===== src/rtl/core/pfds_pkg.sv =====
// Package for the prime factorization / divisor statistics block.
// Field widths, saturation limits, sequencer state type and the control structs.
// No dependencies.
`default_nettype none

package pfds_pkg;

  // default operand width and the widths derived from it
  localparam int VALUE_BITS_DEF = 20;
  localparam int DIVISOR_W_DEF  = (VALUE_BITS_DEF + 1) / 2 + 1;
  localparam int STEP_W_DEF     = $clog2(VALUE_BITS_DEF + 1);

  // result field widths
  localparam int VALUE_W    = 20;
  localparam int PRIME_W    = 20;
  localparam int DISTINCT_W = 3;
  localparam int TOTAL_W    = 5;
  localparam int DCOUNT_W   = 8;
  localparam int DSUM_W     = 24;

  localparam logic [PRIME_W-1:0]    PRIME_MAX    = '1;
  localparam logic [DISTINCT_W-1:0] DISTINCT_MAX = '1;
  localparam logic [TOTAL_W-1:0]    TOTAL_MAX    = '1;
  localparam logic [DCOUNT_W-1:0]   DCOUNT_MAX   = '1;
  localparam logic [DSUM_W-1:0]     DSUM_MAX     = '1;

  typedef enum logic [3:0] {
    ST_IDLE,
    ST_CHECK,
    ST_DIV,
    ST_WAIT,
    ST_TERM,
    ST_RECORD,
    ST_ADVANCE,
    ST_FINAL,
    ST_DONE
  } state_e;

  // datapath status seen by the sequencer
  typedef struct packed {
    logic start;
    logic psq_le_n;
    logic div_done;
    logic rem_zero;
    logic e_nz;
  } status_t;

  // sequencer commands to the datapath
  typedef struct packed {
    logic busy;
    logic load;
    logic div_start;
    logic take_quot;
    logic mul_term;
    logic record;
    logic advance;
    logic finish;
    logic result;
  } ctrl_t;

endpackage

`default_nettype wire


===== src/rtl/core/pfds_divider.sv =====
// Bit-serial shift/subtract divider, one quotient bit per cycle.
// Starts from a pre-aligned partial remainder; step count supplied by caller.
// Depends on pfds_pkg for parameter defaults.
`default_nettype none

module pfds_divider import pfds_pkg::*; #(
  parameter int VALUE_BITS = VALUE_BITS_DEF,
  parameter int DIVISOR_W  = DIVISOR_W_DEF,
  parameter int STEP_W     = STEP_W_DEF
) (
  input  logic                  clk_i,
  input  logic                  rst_ni,
  input  logic                  start_i,
  input  logic [VALUE_BITS-1:0] dividend_i,
  input  logic [DIVISOR_W-1:0]  divisor_i,
  input  logic [STEP_W-1:0]     steps_i,
  output logic                  done_o,
  output logic [VALUE_BITS-1:0] quotient_o,
  output logic                  rem_zero_o
);

  localparam logic [STEP_W-1:0] VB_S = STEP_W'(VALUE_BITS);

  logic [VALUE_BITS-1:0] w_q;
  logic [DIVISOR_W-1:0]  rem_q;
  logic [STEP_W-1:0]     cnt_q;
  logic                  run_q;
  logic                  done_q;
  logic [DIVISOR_W:0]    trial;
  logic [DIVISOR_W:0]    diff;
  logic                  ge;

  assign trial = {rem_q, w_q[VALUE_BITS-1]};
  assign ge    = trial >= {1'b0, divisor_i};
  assign diff  = trial - {1'b0, divisor_i};

  always_ff @(posedge clk_i or negedge rst_ni) begin
    if (!rst_ni) begin
      run_q  <= 1'b0;
      done_q <= 1'b0;
      cnt_q  <= '0;
    end else begin
      done_q <= 1'b0;
      if (start_i) begin
        run_q <= 1'b1;
        cnt_q <= steps_i;
      end else if (run_q) begin
        cnt_q <= cnt_q - STEP_W'(1);
        if (cnt_q == STEP_W'(1)) begin
          run_q  <= 1'b0;
          done_q <= 1'b1;
        end
      end
    end
  end

  // top bits of the dividend seed the remainder (always below the divisor),
  // the rest is shifted in one bit a cycle while quotient bits fill from below
  always_ff @(posedge clk_i) begin
    if (start_i) begin
      rem_q <= DIVISOR_W'(dividend_i >> steps_i);
      w_q   <= dividend_i << (VB_S - steps_i);
    end else if (run_q) begin
      rem_q <= ge ? diff[DIVISOR_W-1:0] : trial[DIVISOR_W-1:0];
      w_q   <= {w_q[VALUE_BITS-2:0], ge};
    end
  end

  assign done_o     = done_q;
  assign quotient_o = w_q;
  assign rem_zero_o = (rem_q == '0);

endmodule

`default_nettype wire


===== src/rtl/core/pfds_ctrl.sv =====
// Sequencer for trial division: candidate check, divide, factor bookkeeping.
// Depends on pfds_pkg (state_e, status_t, ctrl_t).
`default_nettype none

module pfds_ctrl import pfds_pkg::*; (
  input  logic    clk_i,
  input  logic    rst_ni,
  input  status_t status_i,
  output ctrl_t   ctrl_o
);

  state_e state_q, state_d;

  always_ff @(posedge clk_i or negedge rst_ni) begin
    if (!rst_ni) begin
      state_q <= ST_IDLE;
    end else begin
      state_q <= state_d;
    end
  end

  always_comb begin
    state_d = state_q;
    unique case (state_q)
      ST_IDLE: begin
        if (status_i.start) state_d = ST_CHECK;
      end
      ST_CHECK: begin
        state_d = status_i.psq_le_n ? ST_DIV : ST_FINAL;
      end
      ST_DIV: begin
        state_d = ST_WAIT;
      end
      ST_WAIT: begin
        if (status_i.div_done) begin
          if (status_i.rem_zero) begin
            state_d = ST_TERM;
          end else if (status_i.e_nz) begin
            state_d = ST_RECORD;
          end else begin
            state_d = ST_ADVANCE;
          end
        end
      end
      ST_TERM:    state_d = ST_DIV;
      ST_RECORD:  state_d = ST_ADVANCE;
      ST_ADVANCE: state_d = ST_CHECK;
      ST_FINAL:   state_d = ST_DONE;
      ST_DONE:    state_d = ST_IDLE;
      default:    state_d = ST_IDLE;
    endcase
  end

  always_comb begin
    ctrl_o           = '0;
    ctrl_o.busy      = (state_q != ST_IDLE);
    ctrl_o.load      = (state_q == ST_IDLE) && status_i.start;
    ctrl_o.div_start = (state_q == ST_DIV);
    ctrl_o.take_quot = (state_q == ST_WAIT) && status_i.div_done && status_i.rem_zero;
    ctrl_o.mul_term  = (state_q == ST_TERM);
    ctrl_o.record    = (state_q == ST_RECORD);
    ctrl_o.advance   = (state_q == ST_ADVANCE);
    ctrl_o.finish    = (state_q == ST_FINAL);
    ctrl_o.result    = (state_q == ST_DONE);
  end

endmodule

`default_nettype wire


===== src/rtl/core/prime_factor_divisor_stats.sv =====
// Top level of the prime factorization / divisor statistics block.
// Depends on pfds_pkg, pfds_divider and pfds_ctrl.
`default_nettype none

// Usage
// -----
// Command port: a transaction is taken on the clock edge where start is high
// and busy is low; value_i is sampled then (low VALUE_BITS bits used).
// busy stays high from the next cycle until the result has been shown.
// Result port: valid_o is high for exactly one cycle, with all six fields
// on their ports in that cycle. The receiver cannot stall; the result is
// gone after that cycle. One result per transaction.
//
// Method: trial division by 2, then odd candidates p while p*p <= n. Each
// candidate costs one remainder computation in the bit-serial divider and
// one pass through the sequencer states; each factor found costs one more
// division and a multiply, each distinct prime one record. The worst case
// at 20 bits is a prime near 2^20, with 512 candidates; small values
// finish far sooner.
//
// Reset (rst_ni low, asynchronous) returns the sequencer to idle; an
// item in flight is dropped and no result is produced for it.
module prime_factor_divisor_stats import pfds_pkg::*; #(
  parameter int VALUE_BITS = VALUE_BITS_DEF
) (
  input  logic                  clk_i,
  input  logic                  rst_ni,
  input  logic                  start,
  output logic                  busy,
  input  logic [VALUE_W-1:0]    value_i,
  output logic                  valid_o,
  output logic [PRIME_W-1:0]    smallest_prime_o,
  output logic [PRIME_W-1:0]    largest_prime_o,
  output logic [DISTINCT_W-1:0] distinct_primes_o,
  output logic [TOTAL_W-1:0]    total_primes_o,
  output logic [DCOUNT_W-1:0]   divisor_count_o,
  output logic [DSUM_W-1:0]     divisor_sum_o
);

  localparam int VB     = VALUE_BITS;
  localparam int P_W    = (VB + 1) / 2 + 1;      // trial divisor width
  localparam int PS_W   = VB + 2;                // p*p, one candidate past sqrt
  localparam int PL_W   = $clog2(P_W + 2);       // bit length of p
  localparam int K_W    = $clog2(VB + 1);        // divider step count
  localparam int CNT_W  = $clog2(VB + 1);        // exponent and prime counts
  localparam int TERM_W = VB + 1;                // 1 + p + ... + p^e < 2n
  localparam int SUM_W  = VB + 3;                // sigma(n) < 8n
  localparam int DC_W   = (VB + 1) / 2 + 2;      // d(n) <= 2*sqrt(n)
  localparam int MUL_W  = SUM_W + TERM_W;
  localparam int DCP_W  = DC_W + CNT_W + 1;
  localparam int CMP_W  = SUM_W + DSUM_W;

  localparam logic [K_W-1:0] VB_K = K_W'(VB);

  ctrl_t   ctrl;
  status_t status;

  // working state of the factorization
  logic [VB-1:0]     n_q;
  logic [P_W-1:0]    p_q;
  logic [PS_W-1:0]   psq_q;
  logic [P_W:0]      pow2_q;     // next power of two above p
  logic [PL_W-1:0]   plen_q;
  logic [CNT_W-1:0]  e_q;
  logic [TERM_W-1:0] term_q;

  // accumulated statistics
  logic [VB-1:0]     spf_q;
  logic [VB-1:0]     gpf_q;
  logic [CNT_W-1:0]  distinct_q;
  logic [CNT_W-1:0]  total_q;
  logic [DC_W-1:0]   dcount_q;
  logic [SUM_W-1:0]  dsum_q;

  logic [K_W-1:0]    steps;
  logic              div_done;
  logic              rem_zero;
  logic [VB-1:0]     quotient;

  logic [P_W-1:0]    p_next;
  logic [PS_W-1:0]   psq_next;
  logic              n_gt_one;

  logic [SUM_W-1:0]  mul_a;
  logic [TERM_W-1:0] mul_b;
  logic [MUL_W-1:0]  prod;
  logic [CNT_W:0]    e_inc;
  logic [DCP_W-1:0]  dc_prod;

  pfds_ctrl u_ctrl (
    .clk_i    (clk_i),
    .rst_ni   (rst_ni),
    .status_i (status),
    .ctrl_o   (ctrl)
  );

  // quotient bits needed: VB - bitlen(p) + 1; the rest seeds the remainder
  assign steps = VB_K - K_W'(plen_q) + K_W'(1);

  pfds_divider #(
    .VALUE_BITS (VB),
    .DIVISOR_W  (P_W),
    .STEP_W     (K_W)
  ) u_divider (
    .clk_i      (clk_i),
    .rst_ni     (rst_ni),
    .start_i    (ctrl.div_start),
    .dividend_i (n_q),
    .divisor_i  (p_q),
    .steps_i    (steps),
    .done_o     (div_done),
    .quotient_o (quotient),
    .rem_zero_o (rem_zero)
  );

  assign status.start    = start;
  assign status.psq_le_n = (psq_q <= PS_W'(n_q));
  assign status.div_done = div_done;
  assign status.rem_zero = rem_zero;
  assign status.e_nz     = (e_q != '0);

  assign n_gt_one = (n_q > VB'(1));

  // candidate sequence 2, 3, 5, 7, ... with p*p kept incrementally:
  // (p+2)^2 = p^2 + 4p + 4
  assign p_next   = (p_q == P_W'(2)) ? P_W'(3) : p_q + P_W'(2);
  assign psq_next = (p_q == P_W'(2)) ? PS_W'(9)
                                     : psq_q + (PS_W'(p_q) << 2) + PS_W'(4);

  // one multiplier, shared by the power-sum update and the sigma products
  always_comb begin
    mul_a = SUM_W'(term_q);
    mul_b = TERM_W'(p_q);
    if (ctrl.record) begin
      mul_a = dsum_q;
      mul_b = term_q;
    end else if (ctrl.finish) begin
      mul_a = dsum_q;
      mul_b = TERM_W'(n_q) + TERM_W'(1);
    end
  end

  assign prod    = mul_a * mul_b;
  assign e_inc   = {1'b0, e_q} + (CNT_W + 1)'(1);
  assign dc_prod = dcount_q * e_inc;

  always_ff @(posedge clk_i) begin
    if (ctrl.load) begin
      n_q        <= VB'(value_i);
      p_q        <= P_W'(2);
      psq_q      <= PS_W'(4);
      pow2_q     <= (P_W + 1)'(4);
      plen_q     <= PL_W'(2);
      e_q        <= '0;
      term_q     <= TERM_W'(1);
      spf_q      <= '0;
      gpf_q      <= '0;
      distinct_q <= '0;
      total_q    <= '0;
      dcount_q   <= DC_W'(1);
      dsum_q     <= SUM_W'(1);
    end
    if (ctrl.take_quot) begin
      n_q <= quotient;
      e_q <= e_q + CNT_W'(1);
    end
    if (ctrl.mul_term) begin
      term_q <= TERM_W'(prod) + TERM_W'(1);   // Horner: term*p + 1
    end
    if (ctrl.record) begin
      dsum_q     <= SUM_W'(prod);
      dcount_q   <= DC_W'(dc_prod);
      distinct_q <= distinct_q + CNT_W'(1);
      total_q    <= total_q + e_q;
      gpf_q      <= VB'(p_q);
      if (spf_q == '0) spf_q <= VB'(p_q);
    end
    if (ctrl.advance) begin
      p_q    <= p_next;
      psq_q  <= psq_next;
      e_q    <= '0;
      term_q <= TERM_W'(1);
      if ({1'b0, p_next} >= pow2_q) begin
        pow2_q <= pow2_q << 1;
        plen_q <= plen_q + PL_W'(1);
      end
    end
    // leftover above one is a prime larger than every candidate tried
    if (ctrl.finish && n_gt_one) begin
      dsum_q     <= SUM_W'(prod);
      dcount_q   <= DC_W'({dcount_q, 1'b0});
      distinct_q <= distinct_q + CNT_W'(1);
      total_q    <= total_q + CNT_W'(1);
      gpf_q      <= n_q;
      if (spf_q == '0) spf_q <= n_q;
    end
  end

  assign busy    = ctrl.busy;
  assign valid_o = ctrl.result;

  // clamp each field at its all-ones value (only reachable for wide VALUE_BITS)
  assign smallest_prime_o  = (CMP_W'(spf_q) > CMP_W'(PRIME_MAX)) ? PRIME_MAX
                                                                 : PRIME_W'(spf_q);
  assign largest_prime_o   = (CMP_W'(gpf_q) > CMP_W'(PRIME_MAX)) ? PRIME_MAX
                                                                 : PRIME_W'(gpf_q);
  assign distinct_primes_o = (CMP_W'(distinct_q) > CMP_W'(DISTINCT_MAX)) ? DISTINCT_MAX
                                                                   : DISTINCT_W'(distinct_q);
  assign total_primes_o    = (CMP_W'(total_q) > CMP_W'(TOTAL_MAX)) ? TOTAL_MAX
                                                                   : TOTAL_W'(total_q);
  assign divisor_count_o   = (CMP_W'(dcount_q) > CMP_W'(DCOUNT_MAX)) ? DCOUNT_MAX
                                                                     : DCOUNT_W'(dcount_q);
  assign divisor_sum_o     = (CMP_W'(dsum_q) > CMP_W'(DSUM_MAX)) ? DSUM_MAX
                                                                 : DSUM_W'(dsum_q);

`ifndef ASSERT_OFF
  a_start_busy: assert property (@(posedge clk_i) disable iff (!rst_ni)
    (start && !busy) |=> busy)
    else $error("accepted transaction did not raise busy");

  a_single_result: assert property (@(posedge clk_i) disable iff (!rst_ni)
    valid_o |=> !valid_o)
    else $error("result strobe longer than one cycle");

  a_divisors_nonzero: assert property (@(posedge clk_i) disable iff (!rst_ni)
    valid_o |-> (divisor_count_o != '0) && (divisor_sum_o != '0))
    else $error("divisor count or sum is zero");

  a_prime_order: assert property (@(posedge clk_i) disable iff (!rst_ni)
    valid_o |-> (smallest_prime_o <= largest_prime_o) &&
                (distinct_primes_o <= total_primes_o))
    else $error("prime factor statistics inconsistent");
`endif

endmodule

`default_nettype wire


===== config.mk =====
export PLATFORM = sky130hd
export DESIGN_NAME = prime_factor_divisor_stats
export DESIGN_NICKNAME = d
export VERILOG_FILES = /design/src/rtl/core/pfds_pkg.sv /design/src/rtl/core/pfds_divider.sv /design/src/rtl/core/pfds_ctrl.sv /design/src/rtl/core/prime_factor_divisor_stats.sv
export SDC_FILE = /design/constraint.sdc
export NUM_CORES = 1
export LEC_CHECK = 0
export ABC_AREA = 1
export BUFFER_PORTS_ARGS = -buffer_cell sky130_fd_sc_hd__buf_2
export CORE_MARGIN = 3
export CORE_UTILIZATION = 55
export DETAILED_ROUTE_END_ITERATION = 8
export GPL_ROUTABILITY_DRIVEN = 0
export GPL_TIMING_DRIVEN = 1
export PLACE_DENSITY = 0.72
export SLEW_MARGIN = 15
export SYNTH_ARGS = -nofsm -noshare
export SYNTH_HDL_FRONTEND = slang
export SYNTH_SLANG_ARGS = --single-unit
export TNS_END_PERCENT = 100

===== constraint.sdc =====
create_clock -name clk_i -period 16.2 [get_ports clk_i]
set_input_delay 0.81 -clock clk_i [delete_from_list [all_inputs] [get_ports clk_i]]
set_output_delay 0.81 -clock clk_i [all_outputs]
set_load 0.01 [all_outputs]

After elaboration in Yosys (flattened, before gate mapping)

Index checks and enable logic that the tools add are counted.

Flip-flop bits (word level): 222
Bits of input ports: 23
Output and inout bits: 82

Add/subtract/negate cells: 16
Multipliers: 2
Order comparisons: 6
Equal/unequal tests: 12
Shifts and indexed selects: 2
Mux-type cells: 61
Reduce and logical (&&, ||, !) cells: 16

Operators by type and width:

| cell                                                                             | number |
|---|---|
| 20-bit two-way mux                                                               | 12 |
| 23-bit two-way mux                                                               | 5 |
| 21-bit two-way mux                                                               | 4 |
| 12-bit two-way mux                                                               | 6 |
| 11-bit two-way mux                                                               | 6 |
| 22-bit two-way mux                                                               | 3 |
| 5-bit two-way mux                                                                | 8 |
| 4-bit one-hot mux with 8 select lines                                            | 1 |
| 4-bit two-way mux                                                                | 6 |
| 23-bit by 21-bit multiplier with 23-bit output                                   | 1 |
| 22-bit by 13-bit adder with 22-bit output                                        | 1 |
| 22-bit by 3-bit adder with 22-bit output, second input constant                  | 1 |
| 22-bit by 20-bit less-or-equal comparator with 1-bit output                      | 1 |
| 20-bit by 1-bit adder with 21-bit output, second input constant                  | 1 |
| 21-bit by 1-bit adder with 21-bit output, second input constant                  | 1 |
| 5-bit by 1-bit adder with 5-bit output, second input constant                    | 4 |
| 20-bit by 1-bit greater-than comparator with 1-bit output, second input constant | 1 |
| 20-bit zero test                                                                 | 1 |
| 20-bit by 5-bit left shift with 20-bit output                                    | 1 |
| 20-bit by 5-bit >> shifter with 11-bit output                                    | 1 |
| 4-bit by 3-bit == test with 1-bit output, second input constant                  | 4 |
| 11-bit by 12-bit >= comparator with 1-bit output                                 | 1 |
| 12-bit by 11-bit >= comparator with 1-bit output                                 | 1 |
| 12-bit by 8-bit greater-than comparator with 1-bit output, second input constant | 1 |
| 29 further kinds                                                                 | 43 |

Logic depth before layout (Yosys ltp)

Depth in word-level cells: 7
Mapped depth: 42

Hierarchy

A second synthesis with hierarchy kept.

Cells, all modules: 3277
Area total of the unflattened synthesis: 24472.2 um^2

Modules (own cells, without submodules):

| module                     | instances | cells each | area an instance (um^2) | sequential area each (um^2) |
|---|---|---|---|---|
| prime_factor_divisor_stats | 1         | 2557       | 19909.1                 | 4744.6 |
| pfds_divider               | 1         | 666        | 4220.3                  | 1106.1 |
| pfds_ctrl                  | 1         | 54         | 342.8                   | 100.1 |

Worst setup path before layout

No wires, ideal clock.

Kind: register to register
Start: register n_q[0]
End: register dsum_q[22] (data pin)
Setup time: 0.270 ns
Arrival: 7.193 ns
Slack: 8.737 ns
Cell stages (with the launch flop): 42
Period minus slack after synthesis: 7.463 ns
Path through: edfxtp_1 -> ha_1 -> nand2_1 -> inv_1 -> nand2_1 -> nand2_1 -> a21oi_1 -> nor2_4 -> inv_1 -> clkbuf_1 -> nor2_1 -> fa_1 -> fa_1 -> inv_1 -> fa_1 -> inv_1 -> fa_1 -> inv_1 -> [6 not listed] -> ha_1 -> a21oi_1 -> inv_1 -> a21oi_1 -> inv_1 -> a21oi_1 -> nand2_1 -> a21boi_0 -> or2_2 -> nand2_1 -> nand2_1 -> nand2_1 -> inv_1 -> nand2_1 -> nand2_1 -> nand2_1 -> nand2_1 -> nor2_1

Longest elaborated chain between the ends: 6

Ends and longest elaborated chain:

| element                                        | line                              | RTL |
|---|---|---|
| start, declared                                | prime_factor_divisor_stats.sv:59  | `logic [VB-1:0] n_q;` |
| start signal, assigned                         | prime_factor_divisor_stats.sv:149 | `n_q <= VB'(value_i);` |
| start signal, assigned                         | prime_factor_divisor_stats.sv:164 | `n_q <= quotient;` |
| 20-bit by 1-bit adder with 21-bit output       | prime_factor_divisor_stats.sv:139 | `mul_b = TERM_W'(n_q) + TERM_W'(1);` |
| 21-bit two-way mux                             | prime_factor_divisor_stats.sv:137 | `end else if (ctrl.finish) begin` |
| 21-bit two-way mux                             | prime_factor_divisor_stats.sv:134 | `if (ctrl.record) begin` |
| 23-bit by 21-bit multiplier with 23-bit output | prime_factor_divisor_stats.sv:143 | `assign prod = mul_a * mul_b;` |
| 23-bit two-way mux                             | prime_factor_divisor_stats.sv:170 | `if (ctrl.record) begin` |
| 23-bit two-way mux (*)                         | prime_factor_divisor_stats.sv:189 | `if (ctrl.finish && n_gt_one) begin` |
| end signal, assigned                           | prime_factor_divisor_stats.sv:171 | `dsum_q <= SUM_W'(prod);` |
| end signal, assigned                           | prime_factor_divisor_stats.sv:190 | `dsum_q <= SUM_W'(prod);` |
| end, declared                                  | prime_factor_divisor_stats.sv:73  | `logic [SUM_W-1:0] dsum_q;` |

Mark *: on every way between the ends. The rest lies on a longest branch, timed or not.
A chain may end at the register's enable or synchronous reset.

Final worst setup path

Start: register u_ctrl.state_q[2]
End: register dsum_q[22] (data pin)

Longest elaborated chain between the ends: 6

Ends and longest elaborated chain:

| element                                                         | line                              | RTL |
|---|---|---|
| start, declared                                                 | pfds_ctrl.sv:12                   | `state_e state_q, state_d;` |
| start signal, assigned                                          | pfds_ctrl.sv:18                   | `state_q <= state_d;` |
| 4-bit by 3-bit == test with 1-bit output                        | pfds_ctrl.sv:63                   | `ctrl_o.finish = (state_q == ST_FINAL);` |
| 23-bit two-way mux / 21-bit two-way mux (equally long branches) | prime_factor_divisor_stats.sv:137 |  |
| 23-bit two-way mux / 21-bit two-way mux (equally long branches) | prime_factor_divisor_stats.sv:134 |  |
| 23-bit by 21-bit multiplier with 23-bit output                  | prime_factor_divisor_stats.sv:143 |  |
| 23-bit two-way mux                                              | prime_factor_divisor_stats.sv:170 |  |
| 23-bit two-way mux (*)                                          | prime_factor_divisor_stats.sv:189 |  |

Marked as above.

==> flow_summary_export.csv <==
group,metric,value,unit
timing,finalCritPeriodShare,54.9,%
setup_path,worst-path-buf-inv,12,
clock_tree,post_cts_buffers,0,
timing,skew,0.0280,ns
pwr,power.leakage,13.0,nW
synthesis,yosysWarnings,0,
final_layout,diodes,0,
clock_tree,clk_pin_slew,0.06,ns
synthesis,syn-num-nets,3535,
timing,tightest_slew,1.16,ns
setup_path,critPathRequiredTime,16.48,ns
grt,track_usage,30.8,%
placed_design,dpl.cell_count,3720,
placed_design,io_buffers,103,
synthesis,post_synth_num_cell_types,67,
floorplan,placementRows,75,
setup_path,crit_path_max_fanout,36,
synthesis,netlist_area,23900,sq um
run_status,status,"finished, final reports clean",
setup_path,critPathMaxStageDelay,0.96,ns
floorplan,start_util,56.3,%
floorplan,die_x,215,um
synthesis,netlist_instances,3118,
placed_design,hpwl,57300,um
final_layout,fin_nets,3589,
floorplan,die-area,46100,sq um
timing,fmax,112,MHz
run,cap_viol_max_count,0,
clock_tree,cts-hold-fix-buffers,0,
pwr,internal-power,960,uW
clock_tree,clk_latency,0.56,ns
clock_tree,cts_made_buffers,27,
setup_path,end_kind,"flip-flop",
synthesis,yosysSeqAreaShare,24.9,%
clock_tree,cts_tree,"yes",
detailed_routing,avgViaCountPerCell,5.70,
setup_path,arrival,9.17,ns
grt,grt_max_degree,65,
synthesis,ys.flop_type,"edfxtp_1",
timing,fin_ws,7.31,ns
clock_tree,clkSinkCount,221,
detailed_routing,drt_iter0_markers,2257,
pwr,switching_power,243,uW
grt,overflow,0,
pwr,comb_power_share,0.5,%
floorplan,coreArea,42500,sq um
detailed_routing,ant_nets,0,
timing,finalHoldViolations,0,
grt,antenna_found_initial,0,
placed_design,dpl_worst_slack,7.58,ns
timing,tns,0,ns
synthesis,synth_edf_count,147,
final_layout,final_cells,3769,
timing,slew_headroom,22.3,%
timing,final-max-slew-violation-count,0,
hold_path,hold_class,"in -> async",
final_layout,layout_commonest_cell,"nand2_1",
timing,setup_viol,0,
synthesis,async_reset_ff_share,4.98,%
grt,grt_pass1_wl,114000,um
grt,grt_pass1_vias,21303,
final_layout,drive_above_1_share,8.18,%
clock_tree,clockBufferDepth,3,
setup_path,crit_slowest_cell,"inv_2",
detailed_routing,remaining_drc_errors,0,
final_layout,final_core_util,60.7,%
setup_path,setup.worst_path.class,"reg -> reg",
setup_path,cp_common_cell,"inv_1",
synthesis,syn_area_per_cell,7.68,sq um
floorplan,io_pins,105,
timing,fin_crit,8.89,ns
final_layout,layout_common_cells,"nand2_1 (605), inv_1 (587), nor2_1 (376)",
detailed_routing,dr_total_vias,21494,
setup_path,worst_setup_path_start_kind,"flip-flop",
setup_path,cp_top_family,"adder cells",
timing,rsz0062_at_grt,"no",
pwr,power_frac_seq,49.5,%
clock_tree,root_buffer,"clkbuf_16",
pwr,ir_drop,0.0709,mV
pwr,switching_share,20.2,%
detailed_routing,firstDrtPassIters,8,
pwr,clockPowerShare,50.0,%
pwr,power_density,46.7,nW/um^2
clock_tree,cts_resized,0,
detailed_routing,routed_wl,71800,um
detailed_routing,post_drt_wl_per_cell,19.0,um
synthesis,ys_ff_latch,221,
setup_path,rrSetupSlack,7.31,ns
floorplan,die_h,215,um
clock_tree,htree_levels,1,
final_layout,synthToLayoutAreaGrowth,7.71,%
==> power groups by stage <==
| stage | combinational (mW) | clock [mW] | sequential (mW) |
|---|---|---|---|
| after floorplan | 0.00208 | 0 | 0.607 |
| after global placement | 0.00609 | 0 | 0.607 |
| after detailed placement | 0.00621 | 0 | 0.607 |
| after CTS | 0.00627 | 0.611 | 0.595 |
| after global routing | 0.00705 | 0.634 | 0.595 |
| final | 0.00629 | 0.602 | 0.595 |
==> per-stage QoR <==
step           cell area (sq um)  total power [mW]  hold WS [ns]
4_1_cts                    25800              1.21         0.119
5_1_grt                    25800              1.24         0.125
6_report                   25800              1.20         0.132
3_5_place_dp               24900             0.613         0.458
3_3_place_gp               24900             0.613         0.443
2_1_floorplan              23900             0.609         0.429
==> Yosys cell counts (9+ instances only) <==
library cell | number | area share (%)
a21oi_1 | 136 | 2.8
nand4_1 | 27 | 0.71
nor4_1 | 12 | 0.31
inv_1 | 587 | 9.2
xor2_1 | 42 | 1.5
o21ai_0 | 186 | 3.9
buf_2 | 12 | 0.25
ha_1 | 169 | 8.8
a31oi_1 | 13 | 0.34
o22ai_1 | 46 | 1.2
or2_2 | 20 | 0.52
nand3_1 | 137 | 2.9
nor2_1 | 378 | 5.9
o211ai_1 | 11 | 0.34
clkbuf_1 | 67 | 1.1
dfrtp_1 | 11 | 1.1
fa_1 | 225 | 19
o21a_1 | 9 | 0.28
xnor2_1 | 18 | 0.66
edfxtp_1 | 147 | 18
nor3_1 | 23 | 0.48
dfxtp_1 | 63 | 5.3
inv_2 | 22 | 0.34
o21ai_2 | 9 | 0.33
nand2_1 | 607 | 9.5
==> worst reg2reg max path, delay by kind of cell (launching register included) <==
family          cells  cell delay (ns)
compound gates      5             1.14
simple gates       13             1.66
flops               1             0.45
buf+inv            12             2.00
fa+ha+maj           7             3.40
==> layer usage <==
metal | wire length, um | global-route usage [%]
met1 | 28900 | 41.6
met2 | 32400 | 49.6
met3 | 7360 | 6.45
met4 | 3120 | 10.9
met5 | 0 | 0
==> state kept, by name, indices dropped and copies added (netlist names), 5 cells and up <==
name / count
dsum_q: 23
psq_q: 21
term_q: 21
largest_prime_o: 20
n_q: 20
smallest_prime_o: 20
u_divider.quotient_o: 20
dcount_q: 12
pow2_q: 12
p_q: 11
u_divider.rem_q: 11
distinct_q: 5
e_q: 5
total_primes_o: 5
u_divider.cnt_q: 5
==> path summary, 6_finish.rpt <==
path                                          startpoint                              to  cells after the start
max                        u_ctrl.state_q[2]$_DFFE_PN0P_            dsum_q[22]$_DFFE_PP_                     37
min                                               rst_ni  u_divider.cnt_q[4]$_DFFE_PN0P_                      1
max reg2reg                u_ctrl.state_q[2]$_DFFE_PN0P_            dsum_q[22]$_DFFE_PP_                     37
min reg2reg                       term_q[1]$_SDFFE_PP0P_          term_q[1]$_SDFFE_PP0P_                      2
max in group asynchronous                         rst_ni   u_ctrl.state_q[0]$_DFFE_PN0P_                      1
min in group clk_i                term_q[1]$_SDFFE_PP0P_          term_q[1]$_SDFFE_PP0P_                      2
==> final cells by class <==
cell class / instances / area [sq um]
flip-flops and latches: 221 / 5950
well taps: 577 / 722
clock buffers: 42 / 856
repair buffers: 119 / 636
clock inverters: 7 / 40.0
multi-input cells: 2189 / 15300
inverters: 614 / 2310
fillers: 3818 / 16700
==> kinds of logic after synthesis <==
group	after synthesis	share of synthesized area (%)
simple gates	1250	21.8
mux	2	0.0836
buf+inv	708	11.4
compound gates	480	11.8
xor+xnor	62	2.33
fa+ha+maj	394	27.7
other cells	1	0.0157
flops	221	24.9
(Power assumes the default switching activity.)
